### src/rtl/ttb_pkg.sv
// shared types and codes for the tick timer bank
`timescale 1ns / 1ps
`default_nettype none

package ttb_pkg;

    // operation codes
    localparam logic [2:0] OP_TICK   = 3'd0;
    localparam logic [2:0] OP_ASSIGN = 3'd1;
    localparam logic [2:0] OP_KICK   = 3'd2;
    localparam logic [2:0] OP_STOP   = 3'd3;
    localparam logic [2:0] OP_KILL   = 3'd4;

    // result kinds
    localparam logic [1:0] KIND_DONE     = 2'd0;
    localparam logic [1:0] KIND_ASSIGNED = 2'd1;
    localparam logic [1:0] KIND_EXPIRED  = 2'd2;
    localparam logic [1:0] KIND_ERROR    = 2'd3;

    // error codes
    localparam logic [1:0] ERR_NONE       = 2'd0;
    localparam logic [1:0] ERR_NOT_IN_USE = 2'd1;
    localparam logic [1:0] ERR_NO_FREE    = 2'd2;

    // field widths fixed by the interface
    localparam int OPCODE_W = 3;
    localparam int INDEX_W  = 4;
    localparam int LOAD_W   = 16;

    // expiries reported per tick and the counter that caps them
    localparam int MAX_RESULTS = 16;
    localparam int CNT_W       = 5;

    // width used to compare a timer index against a cell position
    localparam int ID_W = 7;

    // direct command broadcast to every cell in the transfer cycle
    typedef struct packed {
        logic                valid;
        logic [OPCODE_W-1:0] opcode;
        logic [INDEX_W-1:0]  timer_index;
        logic [LOAD_W-1:0]   load_value;
    } ttb_cmd_t;

    // what the token running down the chain is doing
    typedef struct packed {
        logic assign_op;
        logic periodic;
    } ttb_scan_t;

endpackage

`default_nettype wire

### src/rtl/ttb_cell.sv
// one timer cell: state of a single timer plus its token stage
`timescale 1ns / 1ps
`default_nettype none

module ttb_cell #(
    parameter int INDEX     = 0,
    parameter int TICK_BITS = 16
) (
    input  logic              clk,
    input  logic              rst_n,
    input  ttb_pkg::ttb_cmd_t cmd,
    input  ttb_pkg::ttb_scan_t scan,
    input  logic              tok_in,
    output logic              tok_out,
    output logic              hit,
    output logic              sel
);
    import ttb_pkg::*;

    localparam logic [ID_W-1:0] MY_ID = ID_W'(INDEX);

    logic                 in_use_reg, in_use_next;
    logic                 periodic_reg, periodic_next;
    logic [TICK_BITS-1:0] remaining_reg, remaining_next;
    logic [TICK_BITS-1:0] reload_reg, reload_next;
    logic                 tok_reg;

    logic                 match;
    logic                 direct;
    logic                 tick_act;
    logic                 expire;
    logic                 claim;
    logic [TICK_BITS-1:0] rem_dec;

    assign match  = (ID_W'(cmd.timer_index) == MY_ID);
    assign direct = cmd.valid && ((cmd.opcode == OP_KICK) || (cmd.opcode == OP_STOP)
                                  || (cmd.opcode == OP_KILL));
    assign sel    = direct && match && in_use_reg;

    assign tick_act = tok_reg && !scan.assign_op && in_use_reg && (remaining_reg != '0);
    assign rem_dec  = remaining_reg - TICK_BITS'(1);
    assign expire   = tick_act && (rem_dec == '0);
    assign claim    = tok_reg && scan.assign_op && !in_use_reg;

    assign hit     = expire || claim;
    // an assign token stops at the cell that claims it
    assign tok_out = tok_reg && !claim;

    always_comb
    begin
        in_use_next    = in_use_reg;
        periodic_next  = periodic_reg;
        remaining_next = remaining_reg;
        reload_next    = reload_reg;
        if (sel)
        begin
            priority if (cmd.opcode == OP_KILL)
            begin
                in_use_next = 1'b0;
            end
            else if (cmd.opcode == OP_KICK)
            begin
                remaining_next = TICK_BITS'(cmd.load_value);
                reload_next    = TICK_BITS'(cmd.load_value);
            end
            else
            begin
                remaining_next = '0;
                reload_next    = '0;
            end
        end
        else if (claim)
        begin
            in_use_next    = 1'b1;
            periodic_next  = scan.periodic;
            remaining_next = '0;
            reload_next    = '0;
        end
        else if (tick_act)
        begin
            if (expire)
            begin
                remaining_next = periodic_reg ? reload_reg : '0;
            end
            else
            begin
                remaining_next = rem_dec;
            end
        end
    end

    always_ff @(posedge clk or negedge rst_n)
    begin
        if (!rst_n)
        begin
            in_use_reg    <= 1'b0;
            remaining_reg <= '0;
            tok_reg       <= 1'b0;
        end
        else
        begin
            in_use_reg    <= in_use_next;
            remaining_reg <= remaining_next;
            tok_reg       <= tok_in;
        end
    end

    // mode and reload are written by assign before they are ever read
    always_ff @(posedge clk)
    begin
        periodic_reg <= periodic_next;
        reload_reg   <= reload_next;
    end

endmodule

`default_nettype wire

### src/rtl/tick_timer_bank_unit.sv
// top level of the tick timer bank: cell chain, scan sequencer, result register
`timescale 1ns / 1ps
`default_nettype none

// A bank of NUM_TIMERS countdown timers, one per cell in a chain. A command is
// transferred when start is high and busy is low. Kick, stop and kill act on
// the addressed cell in the transfer cycle, unused opcodes on no cell; each
// gives one result in the next cycle; busy stays low, so a new command may
// follow at once. Tick and assign send a token down the chain, one cell per
// cycle: a tick keeps busy high until the token has passed every cell and the
// final expiry is flushed, an assign until the token reaches the first free cell
// or the last cell. Results come one per cycle on result_valid and must be taken
// when shown; the receiver cannot stall the bank. Expiries of one tick arrive
// in index order, each held back one slot so that the final one can carry
// last; only the first sixteen expiries of a tick are reported and
// result_index holds the low four bits of the timer index.

module tick_timer_bank_unit #(
    parameter int NUM_TIMERS = 16,
    parameter int TICK_BITS  = 16
) (
    input  logic                          clk,
    input  logic                          rst_n,
    input  logic                          start,
    output logic                          busy,
    input  logic [ttb_pkg::OPCODE_W-1:0]  opcode,
    input  logic [ttb_pkg::INDEX_W-1:0]   timer_index,
    input  logic [ttb_pkg::LOAD_W-1:0]    load_value,
    input  logic                          periodic,
    output logic                          result_valid,
    output logic [1:0]                    result_kind,
    output logic [ttb_pkg::INDEX_W-1:0]   result_index,
    output logic [1:0]                    error_code,
    output logic                          last
);
    import ttb_pkg::*;

    localparam int              POS_W    = (NUM_TIMERS > 1) ? $clog2(NUM_TIMERS) : 1;
    localparam logic [POS_W-1:0] LAST_POS = POS_W'(NUM_TIMERS - 1);

    typedef enum logic [1:0] {
        ST_IDLE,
        ST_SCAN,
        ST_FLUSH
    } state_t;

    state_t             state_reg, state_next;
    logic [POS_W-1:0]   pos_reg, pos_next;
    logic [CNT_W-1:0]   cnt_reg, cnt_next;
    logic               pend_valid_reg, pend_valid_next;
    logic [INDEX_W-1:0] pend_idx_reg, pend_idx_next;
    ttb_scan_t          scan_reg, scan_next;

    logic               rv_reg, rv_next;
    logic [1:0]         kind_reg, kind_next;
    logic [INDEX_W-1:0] ridx_reg, ridx_next;
    logic [1:0]         err_reg, err_next;
    logic               last_reg, last_next;

    ttb_cmd_t            cmd;
    logic [NUM_TIMERS:0] tok_chain;
    logic [NUM_TIMERS-1:0] hit_vec;
    logic [NUM_TIMERS-1:0] sel_vec;
    logic                any_hit;

    assign busy = (state_reg != ST_IDLE);

    // command seen by every cell; valid only on a transfer
    assign cmd.valid       = start && !busy;
    assign cmd.opcode      = opcode;
    assign cmd.timer_index = timer_index;
    assign cmd.load_value  = load_value;

    // token enters the first cell on the transfer of a tick or an assign
    assign tok_chain[0] = cmd.valid && ((opcode == OP_TICK) || (opcode == OP_ASSIGN));

    genvar g;
    generate
        for (g = 0; g < NUM_TIMERS; g++)
        begin : g_cell
            ttb_cell #(
                .INDEX     (g),
                .TICK_BITS (TICK_BITS)
            ) u_cell (
                .clk     (clk),
                .rst_n   (rst_n),
                .cmd     (cmd),
                .scan    (scan_reg),
                .tok_in  (tok_chain[g]),
                .tok_out (tok_chain[g+1]),
                .hit     (hit_vec[g]),
                .sel     (sel_vec[g])
            );
        end
    endgenerate

    // only the cell holding the token can hit, so the or names pos_reg
    assign any_hit = |hit_vec;

    always_comb
    begin
        state_next      = state_reg;
        pos_next        = pos_reg;
        cnt_next        = cnt_reg;
        pend_valid_next = pend_valid_reg;
        pend_idx_next   = pend_idx_reg;
        scan_next       = scan_reg;
        rv_next         = 1'b0;
        kind_next       = KIND_DONE;
        ridx_next       = '0;
        err_next        = ERR_NONE;
        last_next       = 1'b0;

        unique case (state_reg)
            ST_IDLE:
            begin
                if (cmd.valid)
                begin
                    priority if (opcode == OP_TICK)
                    begin
                        state_next         = ST_SCAN;
                        pos_next           = '0;
                        cnt_next           = '0;
                        pend_valid_next    = 1'b0;
                        scan_next.assign_op = 1'b0;
                        scan_next.periodic  = 1'b0;
                    end
                    else if (opcode == OP_ASSIGN)
                    begin
                        state_next         = ST_SCAN;
                        pos_next           = '0;
                        scan_next.assign_op = 1'b1;
                        scan_next.periodic  = periodic;
                    end
                    else if ((opcode == OP_KICK) || (opcode == OP_STOP)
                             || (opcode == OP_KILL))
                    begin
                        rv_next   = 1'b1;
                        last_next = 1'b1;
                        if (!(|sel_vec))
                        begin
                            kind_next = KIND_ERROR;
                            err_next  = ERR_NOT_IN_USE;
                        end
                    end
                    else
                    begin
                        // opcode with no meaning: plain done
                        rv_next   = 1'b1;
                        last_next = 1'b1;
                    end
                end
            end

            ST_SCAN:
            begin
                if (scan_reg.assign_op)
                begin
                    if (any_hit)
                    begin
                        rv_next    = 1'b1;
                        kind_next  = KIND_ASSIGNED;
                        ridx_next  = INDEX_W'(pos_reg);
                        last_next  = 1'b1;
                        state_next = ST_IDLE;
                    end
                    else if (pos_reg == LAST_POS)
                    begin
                        rv_next    = 1'b1;
                        kind_next  = KIND_ERROR;
                        err_next   = ERR_NO_FREE;
                        last_next  = 1'b1;
                        state_next = ST_IDLE;
                    end
                    else
                    begin
                        pos_next = POS_W'(pos_reg + 1'b1);
                    end
                end
                else
                begin
                    if (any_hit && (cnt_reg < CNT_W'(MAX_RESULTS)))
                    begin
                        // release the held expiry, hold this one
                        if (pend_valid_reg)
                        begin
                            rv_next   = 1'b1;
                            kind_next = KIND_EXPIRED;
                            ridx_next = pend_idx_reg;
                        end
                        pend_valid_next = 1'b1;
                        pend_idx_next   = INDEX_W'(pos_reg);
                        cnt_next        = CNT_W'(cnt_reg + 1'b1);
                    end
                    if (pos_reg == LAST_POS)
                    begin
                        state_next = ST_FLUSH;
                    end
                    else
                    begin
                        pos_next = POS_W'(pos_reg + 1'b1);
                    end
                end
            end

            ST_FLUSH:
            begin
                rv_next   = 1'b1;
                last_next = 1'b1;
                if (pend_valid_reg)
                begin
                    kind_next = KIND_EXPIRED;
                    ridx_next = pend_idx_reg;
                end
                pend_valid_next = 1'b0;
                state_next      = ST_IDLE;
            end

            default:
            begin
                state_next = ST_IDLE;
            end
        endcase
    end

    always_ff @(posedge clk or negedge rst_n)
    begin
        if (!rst_n)
        begin
            state_reg      <= ST_IDLE;
            pos_reg        <= '0;
            cnt_reg        <= '0;
            pend_valid_reg <= 1'b0;
            scan_reg       <= '0;
            rv_reg         <= 1'b0;
        end
        else
        begin
            state_reg      <= state_next;
            pos_reg        <= pos_next;
            cnt_reg        <= cnt_next;
            pend_valid_reg <= pend_valid_next;
            scan_reg       <= scan_next;
            rv_reg         <= rv_next;
        end
    end

    // result payload and held expiry index
    always_ff @(posedge clk)
    begin
        pend_idx_reg <= pend_idx_next;
        kind_reg     <= kind_next;
        ridx_reg     <= ridx_next;
        err_reg      <= err_next;
        last_reg     <= last_next;
    end

    assign result_valid = rv_reg;
    assign result_kind  = kind_reg;
    assign result_index = ridx_reg;
    assign error_code   = err_reg;
    assign last         = last_reg;

endmodule

`default_nettype wire

### config.mk
export PLATFORM = sky130hd
export DESIGN_NAME = tick_timer_bank_unit
export DESIGN_NICKNAME = d
export VERILOG_FILES = /design/src/rtl/ttb_pkg.sv /design/src/rtl/ttb_cell.sv /design/src/rtl/tick_timer_bank_unit.sv
export SDC_FILE = /design/constraint.sdc
export NUM_CORES = 2
export LEC_CHECK = 0
export BUFFER_PORTS_ARGS = -buffer_cell sky130_fd_sc_hd__buf_2
export CAP_MARGIN = 20
export CORE_MARGIN = 2
export CORE_UTILIZATION = 45
export CTS_CLUSTER_SIZE = 14
export DETAILED_ROUTE_END_ITERATION = 8
export PLACE_DENSITY_LB_ADDON = 0.15
export SYNTH_ARGS = -nofsm -noshare
export SYNTH_HDL_FRONTEND = slang
export SYNTH_SLANG_ARGS = --single-unit
### constraint.sdc
create_clock -name clk -period 4.2 [get_ports clk]
set_clock_uncertainty 0.15 [all_clocks]
set_input_delay 0.42 -clock clk [delete_from_list [all_inputs] [get_ports clk]]
set_output_delay 0.42 -clock clk [all_outputs]
set_load 0.02 [all_outputs]
==> flow_summary.ini <==
[timing]
fin_tns_setup_ns = 0
fin_crit_sh_pct = 95.61
finalHoldViolCount = 0
setup_viol = 0
worstMarginPinSlew_ns = 1.169
rsz0062_at_grt = false
fmax_mhz = 249.0
finalMaxSlewViolations = 0
hold_slack_ns = 0.07313
fin_crit_ns = 4.015
max_slew_margin_pct = 22.06

[worst_hold_path]
holdPathStages = 3
hp-class = primary input to register
hold_path.startpoint = opcode[0]
hold-path-endpoint = scan_reg[1]

[logic_synthesis]
synth-edff-count = 276
ys.flop_type = dfrtp_1
synth_area_sq_um = 33140
ys_seq_area_share_pct = 48.43
syn_area_per_cell_sq_um = 9.022
syn_inst = 3673
ys_warn_count = 0
synth_cell_types = 84
syn_nets = 3754
postSynthRegisterBits = 588
async_flop_share_pct = 51.53

[final_layout]
final_common_cell = nor2_1
fillCellCount = 6870
seqCellArea_sq_um = 16050
stdcell_area_sq_um = 37550
area_growth_pct = 13.31
drive_gt1_share_pct = 11.08
layout.nets = 3796
multi_input_area_sq_um = 15870
final_cell_mix = 649 x nor2_1, 322 x nand2_1, 303 x dfrtp_1

[grt]
antenna_found_initial = 3
overflow = 0
grt_pass1_vias = 26730
grt_pass1_wl_um = 157500
grtUsageTotal_pct = 26.50
grt_max_degree = 90

[setup_path]
cp-end-kind = register
crit_fanout = 16
r2r_cells = 14
critPathLaunchType = register
required_ns = 4.55
rrSetupSlack_ns = 0.18
crit_type = register to register
crit_arrival_ns = 4.36
r2r_start = g_cell[2].u_cell.remaining_reg[1]
regToRegEndpoint = result_index[3]

[detailed_routing]
route.detailed.drc = 0
drt_iter0_markers = 2652
via_per_inst = 6.007
wl_per_cell_um = 21.18
drt_wl_total_um = 100300
dr.pass1.iters = 8
route.antenna.remaining_nets = 0
vias = 28440

[power]
powerDensity_nw_per_um2 = 620.9
p_leak_nw = 14.29
ir_drop_mv = 0.3665

[placed_design]
gp_congestion = 0.8981
io_buffers = 37
dp_hpwl_um = 64330
place_area_sq_um = 35070

[clock_network]
cts.sinks = 588
clkTransAtPathRegs_ns = 0.07
cts_tree = done
cts_buffer_depth = 3
cts_max_level = 3
clockRootBuffer = clkbuf_16
clock_latency_ns = 0.62
cts_buffers = 70

[die]
fp-row-count = 99
die_y_um = 275.4
fp.dieArea_sq_um = 75830
coreArea_sq_um = 72960
ios = 38
initial_core_util_pct = 45.42
die_width_um = 275.4

[flow_run]
maxCapViolations = 0

[status]
status = completed
[how the worst max path moves through the flow]
stage | startpoint | to | slack, ns | depth (start not counted)
finish | g_cell[2].u_cell.remaining_reg[1] | result_index[3] | 0.18 | 14
global route | g_cell[2].u_cell.remaining_reg[1] | result_index[3] | 0.005 | 14
CTS | g_cell[2].u_cell.remaining_reg[0] | result_index[2] | 0.06 | 13
detailed placement | g_cell[2].u_cell.remaining_reg[0] | result_index[2] | 0.07 | 13
global placement | g_cell[2].u_cell.remaining_reg[0] | result_index[3] | 0.20 | 13
floorplan | state_reg[0] | g_cell[6].u_cell.reload_reg[0] | 0.38 | 9
[through the flow]
stage               util (%)  std cells  setup slack [ns]  power (mW)
floorplan                  -       3673            0.3788       14.72
global placement       48.07       4596            0.1982       16.86
detailed placement     48.07       4596           0.06880       16.93
CTS                    51.38       4729           0.05942       23.34
global route           51.45       4732          0.004553       24.93
finish                 51.46       4735            0.1846       23.31
[per-layer routing]
metal,global-route usage [%],vias up,wire [um]
li1,-,13530,-
met1,38.30,13910,46140
met2,41.36,861,45280
met3,4.132,137,6478
met4,7.269,0,2367
met5,0,-,0
[worst max-delay path, stage by stage, from the launching register on]
cell and delay, ns:
dfrtp_1 0.42, inv_1 0.09, ha_2 0.22, or4b_1 0.47
or4_1 0.54, xnor2_1 0.16, and3_1 0.18, nand4_1 0.20
nand3b_1 0.21, nor4_4 0.52, a211oi_2 0.14, buf_6 0.19
o211ai_1 0.19, buf_4 0.15, o22ai_1 0.07
[area by class of cell]
type	count	area share [%]
clock buffer	101	5.548
multi-input combinational	2735	42.27
tap	959	3.196
clock inverter	29	0.8064
inverter	96	0.9597
antenna	3	0.01999
timing repair buffer	224	4.455
sequential	588	42.75
[logic make-up (layout without fill, tap and decap cells)]
| logic type | count (synthesis) | count (layout) | share of synthesized area [%] |
|---|---|---|---|
| AO/OA/AOI/OAI | 982 | 982 | 19.21 |
| flip-flops | 588 | 588 | 48.43 |
| adder cells (fa/ha/maj) | 54 | 54 | 2.039 |
| buffers and inverters | 350 | 450 | 4.048 |
| other | 0 | 3 | 0 |
| XOR/XNOR | 150 | 150 | 3.965 |
| AND/OR/NAND/NOR | 1535 | 1535 | 21.85 |
| multiplexers | 14 | 14 | 0.4531 |
[cell usage after synthesis, types with 69 or more instances]
cell type | instances | area (sq um)
nand3_1 | 77 | 385.4
dfrtp_1 | 303 | 7582
xnor2_1 | 69 | 604.3
o21ai_0 | 195 | 975.9
xor2_1 | 81 | 709.4
edfxtp_1 | 276 | 8288
a21oi_1 | 300 | 1501
inv_1 | 96 | 360.4
clkbuf_1 | 227 | 852.1
nor2_1 | 650 | 2440
o21a_1 | 86 | 645.6
nand2_1 | 335 | 1257
nor3_1 | 99 | 495.5
[power by group]
part	total [mW]	switching, mW	internal [mW]
Sequential	9.13	1.92	7.21
Clock	6.32	2.54	3.77
Combinational	7.87	4.30	3.57
Total	23.3	8.76	14.5
[repair_timing]
action                                  in CTS  in global routing
endpoints found under the hold margin       85                  0
endpoints found under the setup margin       0                  5
setup buffers                                0                  3
gates resized for setup                      0                  9
hold buffers                                 3                  0
Note: power is estimated with default switching activity, not from simulation.
